==> src/rtl/u2u_pkg.sv <==
// Types and constants for the UTF-16 to UTF-8 encoder.
// No dependencies; used by every module of the block.
package u2u_pkg;

   localparam logic [15:0] HIGH_FIRST = 16'hD800;
   localparam logic [15:0] HIGH_LAST  = 16'hDBFF;
   localparam logic [15:0] LOW_FIRST  = 16'hDC00;
   localparam logic [15:0] LOW_LAST   = 16'hDFFF;
   localparam logic [20:0] CP_SUPP    = 21'h10000;
   localparam logic [20:0] CP_TWO     = 21'h00080;
   localparam logic [20:0] CP_THREE   = 21'h00800;

   typedef enum logic [1:0] {
      LEN_ONE   = 2'd0,
      LEN_TWO   = 2'd1,
      LEN_THREE = 2'd2,
      LEN_FOUR  = 2'd3
   } len_type;

   typedef enum logic [1:0] {
      SEG_FLUSH = 2'b01,
      SEG_MAIN  = 2'b10
   } seg_type;

   typedef struct packed {
      logic        has_flush;
      logic [15:0] flush_unit;
      logic        has_main;
      logic [20:0] cp;
      len_type     len;
   } job_type;

endpackage

==> src/rtl/u2u_if.sv <==
// Stream interfaces for the code unit input and the byte output.
// No dependencies.
interface u2u_req_if;
   logic        valid;
   logic        ready;
   logic [15:0] code_unit;

   modport source (output valid, output code_unit, input ready);
   modport sink (input valid, input code_unit, output ready);
endinterface

interface u2u_rsp_if;
   logic       valid;
   logic       ready;
   logic [7:0] out_byte;
   logic       run_last;

   modport source (output valid, output out_byte, output run_last, input ready);
   modport sink (input valid, input out_byte, input run_last, output ready);
endinterface

==> src/rtl/utf16_to_utf8_encoder.sv <==
// UTF-16 to UTF-8 encoder. One code unit in per req item, one UTF-8 byte out per
// rsp item, run_last set on the final byte a unit causes. A high surrogate yields
// nothing until the next unit arrives; a unit yields 0 to 6 bytes, which leave
// the byte port one byte a cycle while rsp_ch.ready holds, and that single-byte
// output sets the sustained rate. Units are taken one a cycle while the job queue
// of QUEUE_DEPTH entries has room.
// Depends on u2u_pkg, u2u_if, u2u_front, u2u_queue and u2u_back.
module utf16_to_utf8_encoder #(
   parameter int QUEUE_DEPTH = 4
) (
   input  logic      clock,
   input  logic      reset,
   u2u_req_if.sink   req_ch,
   u2u_rsp_if.source rsp_ch
);
   import u2u_pkg::*;

   logic    push;
   logic    full;
   logic    q_valid;
   logic    q_pop;
   job_type push_job;
   job_type q_job;

   u2u_front front (
      .clock  (clock),
      .reset  (reset),
      .req_ch (req_ch),
      .full   (full),
      .push   (push),
      .job    (push_job)
   );

   u2u_queue #(.DEPTH(QUEUE_DEPTH)) queue (
      .clock     (clock),
      .reset     (reset),
      .push      (push),
      .push_job  (push_job),
      .full      (full),
      .pop_valid (q_valid),
      .pop_job   (q_job),
      .pop       (q_pop)
   );

   u2u_back back (
      .clock   (clock),
      .reset   (reset),
      .q_valid (q_valid),
      .q_job   (q_job),
      .q_pop   (q_pop),
      .rsp_ch  (rsp_ch)
   );
endmodule

==> src/rtl/u2u_front.sv <==
// Front end: accepts code units, pairs surrogates, builds byte jobs.
// Depends on u2u_pkg and u2u_req_if.
module u2u_front (
   input  logic             clock,
   input  logic             reset,
   u2u_req_if.sink          req_ch,
   input  logic             full,
   output logic             push,
   output u2u_pkg::job_type job
);
   import u2u_pkg::*;

   logic        held_valid_ff;
   logic        held_valid_in;
   logic [15:0] held_ff;
   logic [15:0] held_in;
   logic        accept;
   logic        is_high;
   logic        is_low;
   logic [20:0] pair_cp;

   function automatic len_type len_of(input logic [20:0] cp);
      len_type len;
      priority if (cp < CP_TWO) begin
         len = LEN_ONE;
      end else if (cp < CP_THREE) begin
         len = LEN_TWO;
      end else if (cp < CP_SUPP) begin
         len = LEN_THREE;
      end else begin
         len = LEN_FOUR;
      end
      return len;
   endfunction

   assign req_ch.ready = !full;
   assign accept = req_ch.valid && !full;
   assign is_high = (req_ch.code_unit >= HIGH_FIRST) && (req_ch.code_unit <= HIGH_LAST);
   assign is_low = (req_ch.code_unit >= LOW_FIRST) && (req_ch.code_unit <= LOW_LAST);
   assign pair_cp = {1'b0, held_ff[9:0], req_ch.code_unit[9:0]} + CP_SUPP;

   always_comb begin
      job = '0;
      held_in = held_ff;
      held_valid_in = held_valid_ff;
      if (held_valid_ff && is_low) begin
         job.has_main = 1'b1;
         job.cp = pair_cp;
         held_valid_in = 1'b0;
      end else begin
         if (held_valid_ff) begin
            job.has_flush = 1'b1;
            job.flush_unit = held_ff;
            held_valid_in = 1'b0;
         end
         if (is_high) begin
            held_in = req_ch.code_unit;
            held_valid_in = 1'b1;
         end else begin
            job.has_main = 1'b1;
            job.cp = {5'b0, req_ch.code_unit};
         end
      end
      job.len = len_of(job.cp);
      push = accept && (job.has_flush || job.has_main);
   end

   always_ff @(posedge clock) begin
      if (reset) begin
         held_valid_ff <= 1'b0;
      end else if (accept) begin
         held_valid_ff <= held_valid_in;
      end
   end

   always_ff @(posedge clock) begin
      if (accept) begin
         held_ff <= held_in;
      end
   end
endmodule

==> src/rtl/u2u_queue.sv <==
// Short job queue between front end and byte sequencer.
// Depends on u2u_pkg.
module u2u_queue #(
   parameter int DEPTH = 4
) (
   input  logic             clock,
   input  logic             reset,
   input  logic             push,
   input  u2u_pkg::job_type push_job,
   output logic             full,
   output logic             pop_valid,
   output u2u_pkg::job_type pop_job,
   input  logic             pop
);
   import u2u_pkg::*;

   localparam int PTR_W = (DEPTH > 1) ? $clog2(DEPTH) : 1;
   localparam int CNT_W = $clog2(DEPTH + 1);

   job_type            slots_ff [DEPTH];
   logic [PTR_W-1:0]   wr_ptr_ff;
   logic [PTR_W-1:0]   wr_ptr_in;
   logic [PTR_W-1:0]   rd_ptr_ff;
   logic [PTR_W-1:0]   rd_ptr_in;
   logic [CNT_W-1:0]   count_ff;
   logic [CNT_W-1:0]   count_in;

   function automatic logic [PTR_W-1:0] wrap_inc(input logic [PTR_W-1:0] ptr);
      return (ptr == PTR_W'(DEPTH - 1)) ? '0 : ptr + 1'b1;
   endfunction

   assign full = (count_ff == CNT_W'(DEPTH));
   assign pop_valid = (count_ff != '0);
   assign pop_job = slots_ff[rd_ptr_ff];

   always_comb begin
      wr_ptr_in = push ? wrap_inc(wr_ptr_ff) : wr_ptr_ff;
      rd_ptr_in = pop ? wrap_inc(rd_ptr_ff) : rd_ptr_ff;
      count_in = count_ff + CNT_W'(push) - CNT_W'(pop);
   end

   always_ff @(posedge clock) begin
      if (reset) begin
         wr_ptr_ff <= '0;
         rd_ptr_ff <= '0;
         count_ff <= '0;
      end else begin
         wr_ptr_ff <= wr_ptr_in;
         rd_ptr_ff <= rd_ptr_in;
         count_ff <= count_in;
      end
   end

   always_ff @(posedge clock) begin
      if (push) begin
         slots_ff[wr_ptr_ff] <= push_job;
      end
   end
endmodule

==> src/rtl/u2u_back.sv <==
// Back end: walks each job byte by byte into the output register.
// Depends on u2u_pkg and u2u_rsp_if.
module u2u_back (
   input  logic             clock,
   input  logic             reset,
   input  logic             q_valid,
   input  u2u_pkg::job_type q_job,
   output logic             q_pop,
   u2u_rsp_if.source        rsp_ch
);
   import u2u_pkg::*;

   logic        active_ff;
   logic        active_in;
   seg_type     seg_ff;
   seg_type     seg_in;
   logic [1:0]  idx_ff;
   logic [1:0]  idx_in;
   job_type     job_ff;
   logic        rsp_valid_ff;
   logic        rsp_valid_in;
   logic [7:0]  byte_ff;
   logic [7:0]  byte_in;
   logic        last_ff;
   logic        last_in;
   logic [20:0] seg_cp;
   len_type     seg_len;
   logic        seg_end;
   logic        job_end;
   logic        step;

   function automatic logic [7:0] enc_byte(input logic [20:0] cp, input len_type len,
                                          input logic [1:0] idx);
      logic [7:0] b;
      b = '0;
      unique case (len)
         LEN_ONE: b = {1'b0, cp[6:0]};
         LEN_TWO: b = (idx == 2'd0) ? {3'b110, cp[10:6]} : {2'b10, cp[5:0]};
         LEN_THREE: begin
            unique case (idx)
               2'd0: b = {4'b1110, cp[15:12]};
               2'd1: b = {2'b10, cp[11:6]};
               default: b = {2'b10, cp[5:0]};
            endcase
         end
         LEN_FOUR: begin
            unique case (idx)
               2'd0: b = {5'b11110, cp[20:18]};
               2'd1: b = {2'b10, cp[17:12]};
               2'd2: b = {2'b10, cp[11:6]};
               default: b = {2'b10, cp[5:0]};
            endcase
         end
         default: b = '0;
      endcase
      return b;
   endfunction

   assign rsp_ch.valid = rsp_valid_ff;
   assign rsp_ch.out_byte = byte_ff;
   assign rsp_ch.run_last = last_ff;

   always_comb begin
      seg_cp = (seg_ff == SEG_FLUSH) ? {5'b0, job_ff.flush_unit} : job_ff.cp;
      seg_len = (seg_ff == SEG_FLUSH) ? LEN_THREE : job_ff.len;
      seg_end = (idx_ff == 2'(seg_len));
      job_end = seg_end && ((seg_ff == SEG_MAIN) || !job_ff.has_main);
      step = active_ff && (!rsp_valid_ff || rsp_ch.ready);
      q_pop = q_valid && (!active_ff || (step && job_end));

      rsp_valid_in = rsp_valid_ff && !rsp_ch.ready;
      byte_in = byte_ff;
      last_in = last_ff;
      active_in = active_ff;
      seg_in = seg_ff;
      idx_in = idx_ff;
      if (step) begin
         rsp_valid_in = 1'b1;
         byte_in = enc_byte(seg_cp, seg_len, idx_ff);
         last_in = job_end;
         if (job_end) begin
            active_in = 1'b0;
         end else if (seg_end) begin
            seg_in = SEG_MAIN;
            idx_in = 2'd0;
         end else begin
            idx_in = idx_ff + 2'd1;
         end
      end
      if (q_pop) begin
         active_in = 1'b1;
         seg_in = q_job.has_flush ? SEG_FLUSH : SEG_MAIN;
         idx_in = 2'd0;
      end
   end

   always_ff @(posedge clock) begin
      if (reset) begin
         active_ff <= 1'b0;
         rsp_valid_ff <= 1'b0;
         seg_ff <= SEG_MAIN;
         idx_ff <= 2'd0;
      end else begin
         active_ff <= active_in;
         rsp_valid_ff <= rsp_valid_in;
         seg_ff <= seg_in;
         idx_ff <= idx_in;
      end
   end

   always_ff @(posedge clock) begin
      byte_ff <= byte_in;
      last_ff <= last_in;
      if (q_pop) begin
         job_ff <= q_job;
      end
   end
endmodule

==> src/flat_wrapper.sv <==
// flat-port wrapper written by rule: the top's interface ports become plain ports
module utf16_to_utf8_encoder_flat import u2u_pkg::*;
#(
   parameter int QUEUE_DEPTH = 4
)
  (clock, reset, req_ch_valid, req_ch_code_unit, req_ch_ready, rsp_ch_valid, rsp_ch_out_byte, rsp_ch_run_last, rsp_ch_ready);
  u2u_req_if req_ch_i ();
  u2u_rsp_if rsp_ch_i ();
  input  logic clock;
  input  logic reset;
  input wire logic [$bits(req_ch_i.valid)-1:0] req_ch_valid;
  input wire logic [$bits(req_ch_i.code_unit)-1:0] req_ch_code_unit;
  output wire logic [$bits(req_ch_i.ready)-1:0] req_ch_ready;
  output wire logic [$bits(rsp_ch_i.valid)-1:0] rsp_ch_valid;
  output wire logic [$bits(rsp_ch_i.out_byte)-1:0] rsp_ch_out_byte;
  output wire logic [$bits(rsp_ch_i.run_last)-1:0] rsp_ch_run_last;
  input wire logic [$bits(rsp_ch_i.ready)-1:0] rsp_ch_ready;
  assign req_ch_i.valid = req_ch_valid;
  assign req_ch_i.code_unit = req_ch_code_unit;
  assign req_ch_ready = req_ch_i.ready;
  assign rsp_ch_valid = rsp_ch_i.valid;
  assign rsp_ch_out_byte = rsp_ch_i.out_byte;
  assign rsp_ch_run_last = rsp_ch_i.run_last;
  assign rsp_ch_i.ready = rsp_ch_ready;
  utf16_to_utf8_encoder #(.QUEUE_DEPTH(QUEUE_DEPTH)) u_core (.clock(clock), .reset(reset), .req_ch(req_ch_i), .rsp_ch(rsp_ch_i));
endmodule
==> config.mk <==
export PLATFORM = sky130hd
export DESIGN_NAME = utf16_to_utf8_encoder_flat
export DESIGN_NICKNAME = d
export VERILOG_FILES = /design/src/rtl/u2u_pkg.sv /design/src/rtl/u2u_if.sv /design/src/rtl/utf16_to_utf8_encoder.sv /design/src/rtl/u2u_front.sv /design/src/rtl/u2u_queue.sv /design/src/rtl/u2u_back.sv /design/src/flat_wrapper.sv
export SDC_FILE = /design/constraint.sdc
export NUM_CORES = 1
export LEC_CHECK = 0
export ABC_AREA = 1
export BUFFER_PORTS_ARGS = -buffer_cell sky130_fd_sc_hd__buf_2
export CORE_UTILIZATION = 48
export CTS_CLUSTER_DIAMETER = 120
export DETAILED_ROUTE_END_ITERATION = 6
export PLACE_DENSITY = 0.73
export SYNTH_ARGS = -nofsm -noshare
export SYNTH_HDL_FRONTEND = slang
export SYNTH_SLANG_ARGS = --single-unit
==> constraint.sdc <==
create_clock -name clock -period 3.7 [get_ports clock]
set_input_delay 0.185 -clock clock [delete_from_list [all_inputs] [get_ports clock]]
set_output_delay 0.185 -clock clock [all_outputs]
set_load 0.02 [all_outputs]
**Yosys cells after proc, flatten, opt, wreduce, memory -nomap -nowiden**

Memory sizes are Yosys's and may differ from the RTL's. A register that Yosys moved wholly into a read port is not among the register bits.
Index checks and enable logic that the tools add are counted.

- Latch bits: 0
- Output and inout bits: 11
- ROM bits: 0
- Bits in registers: 79
- Bits in writable memories: 164
- Bits of input ports: 20
- Memories kept: 1
- Logic and storage cells: 104

Memories:

| memory | depth | bits a word | rd ports | clocked after memory_dff | wr ports | line | text |
|---|---|---|---|---|---|---|---|
| u_core.queue.slots_ff | 4 | 41 | 1 | 1 | 1 | u2u_queue.sv:20 | `job_type slots_ff [DEPTH];` |

- Mux-type cells: 31
- Divide/modulo/power cells: 0
- Order comparisons: 7
- $add $sub $neg: 6
- Shift operators: 0
- Reductions and logical operators: 30
- Equality and inequality tests: 12
- Bitwise logic cells: 2
- Multipliers: 0

Operators with widths:

| cell | number |
|---|---|
| $mux 22 | 2 |
| $mux 17 | 2 |
| $ge 16x16->1 const B | 2 |
| $le 16x16->1 const B | 2 |
| $pmux 8 s4 | 1 |
| $mux 2 | 13 |
| $add 20x17->21 const B | 1 |
| $lt 21x12->1 const B | 1 |
| $lt 21x17->1 const B | 1 |
| $lt 21x8->1 const B | 1 |
| $mux 21 | 1 |
| $pmux 7 s3 | 1 |
| $pmux 7 s2 | 1 |
| $eq 2x2->1 const B | 6 |
| $logic_and 1x1->1 | 10 |
| $mux 1 | 9 |
| $mux 7 | 1 |
| $add 2x1->2 const B | 3 |
| $eq 2x1->1 const B | 3 |
| $reduce_and 3->1 | 2 |
| $reduce_bool 2->1 | 3 |
| $logic_not 1->1 | 5 |
| $logic_not 2->1 | 2 |
| $logic_or 1x1->1 | 4 |
| 9 further kinds | 11 |

**Logic depth before layout (Yosys ltp)**

- Word-level depth: 9
- Depth in mapped cells: 16

**By module**

A second synthesis with hierarchy kept.

- Cell total of the unflattened synthesis: 920
- Area total of the unflattened synthesis: 10541.4 um2

Modules (own cells, without submodules):

| module | cells each | area each (um2) | seq. area each (um2) | times used |
|---|---|---|---|---|
| u2u_queue | 537 | 6911.6 | 5104.9 | 1 |
| u2u_back | 238 | 2575.0 | 1591.5 | 1 |
| u2u_front | 145 | 1054.8 | 500.5 | 1 |

**Worst setup path before layout**

No wires, ideal clock.

- Kind: reg-to-reg
- Start point: register u_core.queue.count_ff[1]
- End point: memory u_core.queue.slots_ff[0][0] (netlist name), enable pin
- Arrival: 2.656 ns
- Stages on the path, launching flop included: 6
- Slack: 0.605 ns
- Required time: 3.261 ns
- Cell sequence: dfxtp_1 -> nor2_1 -> nand2_1 -> nand2_1 -> o21bai_4 -> nor2_1

- Longest elaborated chain between the ends: 6

RTL lines:

| item | line | text |
|---|---|---|
| start: declaration | u2u_queue.sv:25 | `logic [CNT_W-1:0] count_ff;` |
| start signal: assignment | u2u_queue.sv:50 | `count_ff <= count_in;` |
| $eq 3x3->1 | u2u_queue.sv:32 | `assign full = (count_ff == CNT_W'(DEPTH));` |
| $logic_not 1->1 | n/a |  |
| net req_ch_ready | flat_wrapper.sv:13 | `output wire logic [$bits(req_ch_i.ready)-1:0] req_ch_ready;` |
| $logic_and 1x1->1 | u2u_front.sv:37 | `assign accept = req_ch.valid && !full;` |
| $logic_and 1x1->1 | u2u_front.sv:65 | `push = accept && (job.has_flush \|\| job.has_main);` |
| $mux 1 | u2u_queue.sv:55 | `if (push) begin` |
| $mux 1 (implied by the code) | u2u_queue.sv:56 | `slots_ff[wr_ptr_ff] <= push_job;` |
| end: declaration | u2u_queue.sv:20 |  |

The timed path passes the listed nets, and every way through them passes these cells.

**Worst setup path in the final report**

- Start point: register u_core.back.seg_ff[1]
- End point: register u_core.queue.count_ff[2]

- Longest elaborated chain between the ends: 8
- Elaborated cells on any way between the ends: 10
- Classes of those cells: add/sub (1); eq/ne (3); mux (1); reduce/logical (5)

RTL lines:

| item | line | text |
|---|---|---|
| start: declaration | u2u_back.sv:15 | `seg_type seg_ff;` |
| start signal: assignment | u2u_back.sv:106 | `seg_ff <= seg_in;` |
| $eq 2x1->1 | u2u_back.sv:65 | `seg_len = (seg_ff == SEG_FLUSH) ? LEN_THREE : job_ff.len;` |
| $mux 2 | u2u_back.sv:65 |  |
| $eq 2x2->1 | u2u_back.sv:66 | `seg_end = (idx_ff == 2'(seg_len));` |
| $logic_and 1x1->1 * | u2u_back.sv:67 | `job_end = seg_end && ((seg_ff == SEG_MAIN) \|\| !job_ff.has_main);` |
| $logic_and 1x1->1 * | u2u_back.sv:69 | `q_pop = q_valid && (!active_ff \|\| (step && job_end));` |
| $logic_or 1x1->1 * | u2u_back.sv:69 |  |
| $logic_and 1x1->1 * | u2u_back.sv:69 |  |
| $sub 3x1->3 * | u2u_queue.sv:39 | `count_in = count_ff + CNT_W'(push) - CNT_W'(pop);` |

Mark *: on every way between the ends. The rest lies on a longest branch, timed or not.
A chain may end at the register's enable or synchronous reset.

==> qor.csv <==
metric,value,unit
outcome,finished clean,
critPathCapture,u_core.queue.count_ff[2]$_SDFF_PP0_,
place_congestion,0.852,
crit_top_cell,nand2_1,
max_freq,369,MHz
die_h,147,µm
cts.sinks,245,
yosysMostFrequentCell,edfxtp_1,
max-cap-violations,0,
remaining_drc_errors,0,
rsz0062_at_grt,false,
power_density,783,nW/µm²
regToRegEndpoint,u_core.queue.count_ff[2]$_SDFF_PP0_,
wl,20300,µm
hpwlAfterDp,12300,µm
min_period_over_period,73.2,%
syn_avg_cell_area,12.1,µm²
dieWidth,147,µm
netlist_area,10100,µm²
crit_start,u_core.back.seg_ff[1]$_SDFFE_PP1P_,
dp_slack,989,ps
dpl.cell_count,1109,
relSlewSlack,32.1,%
grt_pass1_wl,31600,µm
die-area,21500,µm²
firstDrtPassIters,5,
tightest_slew,1020,ps
drv_slew,0,
path_cells,inv_1 > nand2_2 > nand2_1 > nand2_1 > nand2_1 > nand4_1 > nand2_1 > nand2_2 > inv_1 > ha_1 > inv_1 > ha_1 > fa_1 > xnor2_1 > nor2_1,
cts_buffer_depth,3,
cp_max_fo,31,
regToRegSetupSlack,990,ps
detail_route.iter0.violations,656,
holdBufCountCts,19,
final_nets,918,
worstSetupStartpointType,flop,
leakage,0.00418,µW
wl_per_cell,17.3,µm
synth_fp_nets,866,
ys_ff_latch,245,
grt_max_degree,83,
hold_viol_final,0,
r2r_start,u_core.back.seg_ff[1]$_SDFFE_PP1P_,
cts_max_level,1,
grt_usage,19.2,%
synthDistinctLibCells,39,
root_buffer,clkbuf_16,
slowest_stage,nand2_2,
ios,31,
async_flop_share,0,%
crit_required,4110,ps
clkTransAtPathRegs,60,ps
fin_skew,21.2,ps
grt_pass1_vias,5868,
synth_flop_cell,edfxtp_1,
synth-edff-count,229,
synthCells,833,
ys_warn_count,0,
seq_area,7200,µm²
cpPeakStageDelay,390,ps
drive_gt1_share,12.3,%
tns,0,ps
ys_top_cells_by_count,"edfxtp_1 (229), nor2_1 (127), o21ai_0 (99), nand2_1 (94), inv_1 (79)",
critPathCaptureType,flop,
postCtsResizedCells,0,
finalNonFillerCells,1173,
vias,6327,
critPathKind,flop to flop,
gr-total-overflow,0,
placed_area,10500,µm²
period_minus_slack,2710,ps
ir_worst_vdd,0.451,mV
finalSetupViolCount,0,
n_fill_cell,1593,
rows,52,
reg2reg_depth,15,
cts_buffers,25,
ant_nets,0,
hold_class,primary input to flop,
diodes,0,
multiInputGateArea,2420,µm²
arrival,3120,ps
yosysTopAreaCell,edfxtp_1,
portBuffers,30,
synth_top_area_share,68.4,%
antenna_found_initial,2,
finalWorstSetupSlack,993,ps
synth_area_leaders,"edfxtp_1 (68%), o21ai_0 (4.9%), nor2_1 (4.7%)",
core_area,20400,µm²
start_util,49.4,%
final_area,11500,µm²
post_cts_buffers,0,
syn2layout_area_growth,14.6,%
viasPerCell,5.39,
synth-seq-area-share,71.6,%
insertion_delay,530,ps
cts_tree,done,
## power by group
group / switching [µW] / leakage [µW] / total, µW / internal (µW)
clock: 1010 / 0.000404 / 2530 / 1520
combinational: 1790 / 0.00160 / 2520 / 728
sequential: 167 / 0.00218 / 3970 / 3810
## sequential cells by signal, summed over array words and instances, names as in the netlist, named ones only
signal                       cells
u_core.queue.slots_ff          164
u_core.back.job_ff              40
u_core.front.held_ff            16
u_core.back.rsp_ch.out_byte      8
u_core.queue.count_ff            3
u_core.back.idx_ff               2
u_core.back.seg_ff               2
u_core.queue.rd_ptr_ff           2
u_core.queue.wr_ptr_ff           2
u_core.back.active_ff            1
u_core.back.rsp_ch.run_last      1
u_core.back.rsp_ch.valid         1
u_core.front.held_valid_ff       1
## logic make-up after synthesis
family	synth area share, %
compound gates	9.98
xor+xnor	0.174
fa+ha+maj	1.69
buf+inv	4.70
flops	71.6
mux	0.199
simple gates	11.7
## per-stage QoR
| stage | util (%) | hold slack, ps | total power (µW) |
|---|---|---|---|
| global route | 56.6 | 189 | 9500 |
| finish | 56.6 | 174 | 9020 |
| global placement | 51.6 | 378 | 6470 |
| CTS | 56.6 | 135 | 9070 |
| floorplan | - | 284 | 5710 |
| detailed placement | 51.6 | 377 | 6530 |
## layer usage
metal / global-route usage [%] / vias up / routed length [µm]
li1: - / 3041 / -
met2: 30.0 / 227 / 9240
met3: 3.26 / 32 / 1480
met1: 27.7 / 3027 / 9120
met4: 5.83 / 0 / 430
met5: 0 / - / 0
## layout make-up
class                           instances  share of cell area, %
Tap cell                              270                   2.93
Sequential cell                       245                   62.5
Clock buffer                           30                   5.59
Multi-Input combinational cell        469                   21.0
Timing Repair Buffer                   61                   3.74
Inverter                               83                   2.70
Clock inverter                         15                   1.57
## worst max-delay path: cells and delay by family, from the launching register on
kind	cells	cell delay [ps]
XOR/XNOR	1	160
AND/OR/NAND/NOR	8	1120
buffers and inverters	3	180
adder cells (fa/ha/maj)	3	830
flip-flops	1	320
## layout by cell type, fill, tap and decap left out, types with 5 or more instances in the layout
cell type | netlist | final
a21oi_1 | 13 | 13
buf_2 | 3 | 30
buf_4 | 0 | 12
clkbuf_1 | 29 | 5
clkbuf_16 | 0 | 25
clkinv_2 | 0 | 5
dfxtp_1 | 16 | 15
dlygate4sd3_1 | 0 | 19
edfxtp_1 | 229 | 229
ha_1 | 12 | 12
inv_1 | 79 | 79
nand2_1 | 94 | 94
nand2_2 | 6 | 6
nand3_1 | 23 | 23
nand4_1 | 11 | 11
nor2_1 | 127 | 123
nor2_4 | 1 | 5
o211ai_1 | 8 | 8
o21ai_0 | 99 | 99
o22ai_1 | 42 | 42
## worst min path at each step
stage	slack [ps]	to	depth (start not counted)	startpoint
final	170	u_core.front.held_valid_ff$_SDFFE_PP0P_	4	req_ch_valid
after global routing	190	u_core.front.held_valid_ff$_SDFFE_PP0P_	4	req_ch_valid
after CTS	140	u_core.front.held_valid_ff$_SDFFE_PP0P_	4	req_ch_valid
after detailed placement	380	u_core.front.held_ff[5]$_DFFE_PP_	1	req_ch_code_unit[5]
after global placement	380	u_core.front.held_ff[9]$_DFFE_PP_	1	req_ch_code_unit[9]
after floorplan	280	u_core.front.held_ff[0]$_DFFE_PP_	0	req_ch_code_unit[0]
Note: power is estimated with default switching activity, not from simulation.
